File: config.mk
export PLATFORM = sky130hd
export DESIGN_NAME = sacrr_ram
export DESIGN_NICKNAME = d
export VERILOG_FILES = /design/src/rtl/sacrr_ram.sv
export SDC_FILE = /design/constraint.sdc
export NUM_CORES = 2
export LEC_CHECK = 0
export BUFFER_PORTS_ARGS = -buffer_cell sky130_fd_sc_hd__buf_2
export CELL_PAD_IN_SITES_DETAIL_PLACEMENT = 0
export CELL_PAD_IN_SITES_GLOBAL_PLACEMENT = 1
export CORE_AREA = 2 2 709 640
export CTS_BUF_LIST = sky130_fd_sc_hd__clkbuf_4
export CTS_CLUSTER_SIZE = 24
export DETAILED_ROUTE_END_ITERATION = 8
export DIE_AREA = 0 0 711 642
export PLACE_DENSITY_LB_ADDON = 0.1
export SLEW_MARGIN = 25
export SYNTH_ARGS = -nofsm -noshare
export SYNTH_HDL_FRONTEND = slang
export SYNTH_SLANG_ARGS = --single-unit
export TNS_END_PERCENT = 10
File: constraint.sdc
create_clock -name clk_i -period 7.4 [get_ports clk_i]
set_clock_uncertainty 0.1 [all_clocks]
set_input_delay 0.74 -clock clk_i [delete_from_list [all_inputs] [get_ports clk_i]]
set_output_delay 0.74 -clock clk_i [all_outputs]
set_load 0.01 [all_outputs]
File: src/rtl/sacrr_ram.sv
// ----------------------------------------------------------------------------
// sacrr_ram
// Generic single-write, single-read RAM with registered read data.
// ----------------------------------------------------------------------------
module sacrr_ram #(
  parameter int WIDTH = 32,
  parameter int DEPTH = 128
) (
  input  logic                     clk_i,
  input  logic                     we_i,
  input  logic [$clog2(DEPTH)-1:0] waddr_i,
  input  logic [WIDTH-1:0]         wdata_i,
  input  logic                     re_i,
  input  logic [$clog2(DEPTH)-1:0] raddr_i,
  output logic [WIDTH-1:0]         rdata_o
);

  logic [WIDTH-1:0] mem_q [DEPTH];
  logic [WIDTH-1:0] rdata_q;

  always_ff @(posedge clk_i) begin
    if (we_i) begin
      mem_q[waddr_i] <= wdata_i;
    end
    if (re_i) begin
      rdata_q <= mem_q[raddr_i];
    end
  end

  assign rdata_o = rdata_q;

endmodule

==> results.md <==
- Worst Path Max Fanout: 67
- Flop-to-flop setup slack: 3.69 ns
- Ys async rst share: 0%
- Vias/cell: 5.33
- Net Count, Synth: 6039
- Ports: 81
- Root Driver: clkbuf_4
- Critical path's top delay family: buffers and inverters
- Mean Syn Cell Area: 26.1 um^2
- Final Hold Viols: 0
- Clk slew on worst S/H paths: 0.06 ns
- Die W: 711 um
- R2R Path End: rdata_o[3]
- Clock H-tree levels: 7
- Cell area after layout: between 150000 and 200000 um^2
- Critical Path AT: 5.43 ns
- RSZ-0062 raised after global routing: false
- Share of layout cells above drive strength 1: a little under half
- Critical Path RT: about 8.7 ns
- CTS tree: done
- Slew HR: 27.9%
- Slowest stage delay, CP: around 0.6 ns
- Vias in the first global route: 79.9k
- Slowest CP cell: mux4_2
- Crit. Startpoint: raddr_i[0]
- Final Max Tran Viols: 0
- Clk sink count: 4128
- First DRT Iteration DRCs: 8697
- Critical path, cell by cell: buf_12 -> buf_12 -> buf_12 -> mux4_2 -> mux4_2 -> mux4_2 -> dlygate4sd3_1 -> mux2_2 -> dlygate4sd3_1
- Dpl cell area: about 170000 um^2
- Total gr overflow: 0
- Clock Latency Late Sink: 1.73 ns
- Die height: 642 um
- Routed length per instance: 33.7 um
- CTS max path bufs: 5
- Post-Route WL: 476 mm
- Count leader, synth: edfxtp_1
- Most common library cells after synthesis: edfxtp_1 (4128), mux4_2 (1344), clkbuf_1 (182)
- Cells after Synth: 5990
- Share of the yosys chip area belonging to registers: 79.2%
- Worst path depth: 9
- Initial antenna violation count: 76
- Max cap viols: 0
- Dpl hpwl: 254 mm
- Worst VDD drop: 0.141 mV
- Synth area leaders: edfxtp_1 (79%), mux4_2 (19%), clkbuf_1 (0.44%)
- P&R area growth vs syn: 16.6%
- TNS Setup: 0 ns
- Vias: 75.5k
- CP Class: input port to register
- Synth Register Bits: 4128
- Setup Viol. Count Final: 0
- FP Rows: 234
- R2r startpoint: mem_q[112][3]
- Setup bufs post-CTS: 0
- Tcrit/Tclk final: 55.4%
- Final worst slack: 3.30 ns
- Hold WC Path Type: input port to register
- Largest area contributor in the netlist: edfxtp_1
- DRT Pass-1 Iters: 5
- Critical path buffer and inverter count: 5
- Critical path launch point type: input port
- Pre-CTS setup slack: 2.56 ns
- Minimum clock period: 4.10 ns
- Share of the synthesized area in the top cell type: 79.2%
- F_max: around 240 MHz
- DRC errors left: 0
- Distinct cells, synth: 16
- Final antenna-violating net count: 0
- First-pass GRT wire length: 651 mm
- Largest net degree at the start of global routing: around 110
- Core Region: about 450000 um^2
- Tot Pwr: 0.0493 W
- IO buf count: 80
- Die area: 456000 um^2
- Mapped cell area: ~160000 um^2
- Status: finished clean
- CP Capture Point: rdata_o[3]
- Top_reg_cell synth: edfxtp_1
- Post-synth EDFFs: between 4k and 5k
- GP Congestion: 0.756
- Initial core utilization: 34.8%
- CTS Buf Count: 1195
- Setup crit end kind: register
- P per Cell Area: 270 nW/um^2
- R2R depth: 6
- Worst slew pin tran: 1.08 ns
- All-Layer GR Usage: 21.0%
- P_leak: approximately 57 nW
- Final nets: 7352
- Ys Warns: 0
worst register-to-register path, stage by stage (launching register included):
cell	delay [ns]
edfxtp_1	0.37
mux4_2	0.50
mux4_2	0.64
mux4_2	0.51
dlygate4sd3_1	0.56
mux2_2	0.26
dlygate4sd3_1	0.55
cells in the final DEF, fill, tap and decap left out, drive strengths merged:
cell / count
nor2b: 7
nor2: 122
inv: 16
or3: 1
clkbuf: 1745
nand2: 14
diode: 87
nand3: 12
nand2b: 2
edfxtp: 4128
nand4: 3
bufinv: 18
mux4: 1344
clkinv: 159
buf: 349
dlygate4sd3: 83
mux2: 32
nor3: 9
repair_timing:
action	in CTS	in global routing
gates resized for setup	0	0
hold buffers	110	0
endpoints found under the hold margin	5100	0
setup endpoints to repair	0	0
power by group:
part	internal (W)	switching, W
clock network	0.0113	0.00938
registers	0.0258	0.0000632
logic	0.000997	0.00171
total	0.0381	0.0111
cells by family (layout without fill, tap and decap cells):
kind of cell / after synthesis / count (layout) / share of synthesized area, %
simple gates: 170 / 170 / 0.445
flops: 4128 / 4128 / 79.2
mux: 1376 / 1376 / 19.6
other cells: 0 / 87 / 0
buf+inv: 316 / 2370 / 0.837
how the worst min path moves through the flow:
| stage | endpoint | cells after the start | startpoint | slack [ns] |
|---|---|---|---|---|
| final | mem_q[38][23] | 2 | wdata_i[23] | 0.18 |
| after CTS | mem_q[31][0] | 2 | wdata_i[0] | 0.0002 |
| after floorplan | mem_q[0][0] | 0 | wdata_i[0] | 0.74 |
| after detailed placement | rdata_o[12] | 4 | mem_q[45][12] | 1.09 |
| after global routing | mem_q[32][23] | 2 | wdata_i[23] | 0.07 |
| after global placement | rdata_o[10] | 4 | mem_q[111][10] | 1.09 |
stage by stage:
stage | hold WS [ns] | cells | util (%)
detailed placement | 1.09 | 12000 | 37.0
floorplan | 0.739 | 5990 | -
global placement | 1.09 | 12000 | 37.0
global route | 0.0652 | 14100 | 40.6
CTS | 0.000188 | 14100 | 40.6
finish | 0.177 | 14100 | 40.6
area by class of cell:
cell class              count  area (um^2)
clock buffers            1745        13100
flip-flops and latches   4128       124000
fillers                 39900       267000
diodes                     87          218
clock inverters           193         1230
repair buffers            432         4310
multi-input cells        1546        32300
well taps                6018         7530
sequential cells by signal, summed over array words and instances, names as in the netlist:
signal / cells
mem_q: 4096
rdata_o: 32
layer usage:
| metal | GRT usage, % | vias up | part of all wire (%) |
|---|---|---|---|
| li1 | - | 29900 | - |
| met2 | 31.7 | 2873 | 46 |
| met3 | 4.43 | 681 | 6.4 |
| met1 | 30.4 | 42000 | 45 |
| met5 | 0 | - | 0.012 |
| met4 | 6.97 | 10 | 2.1 |
(Power assumes the default switching activity.)
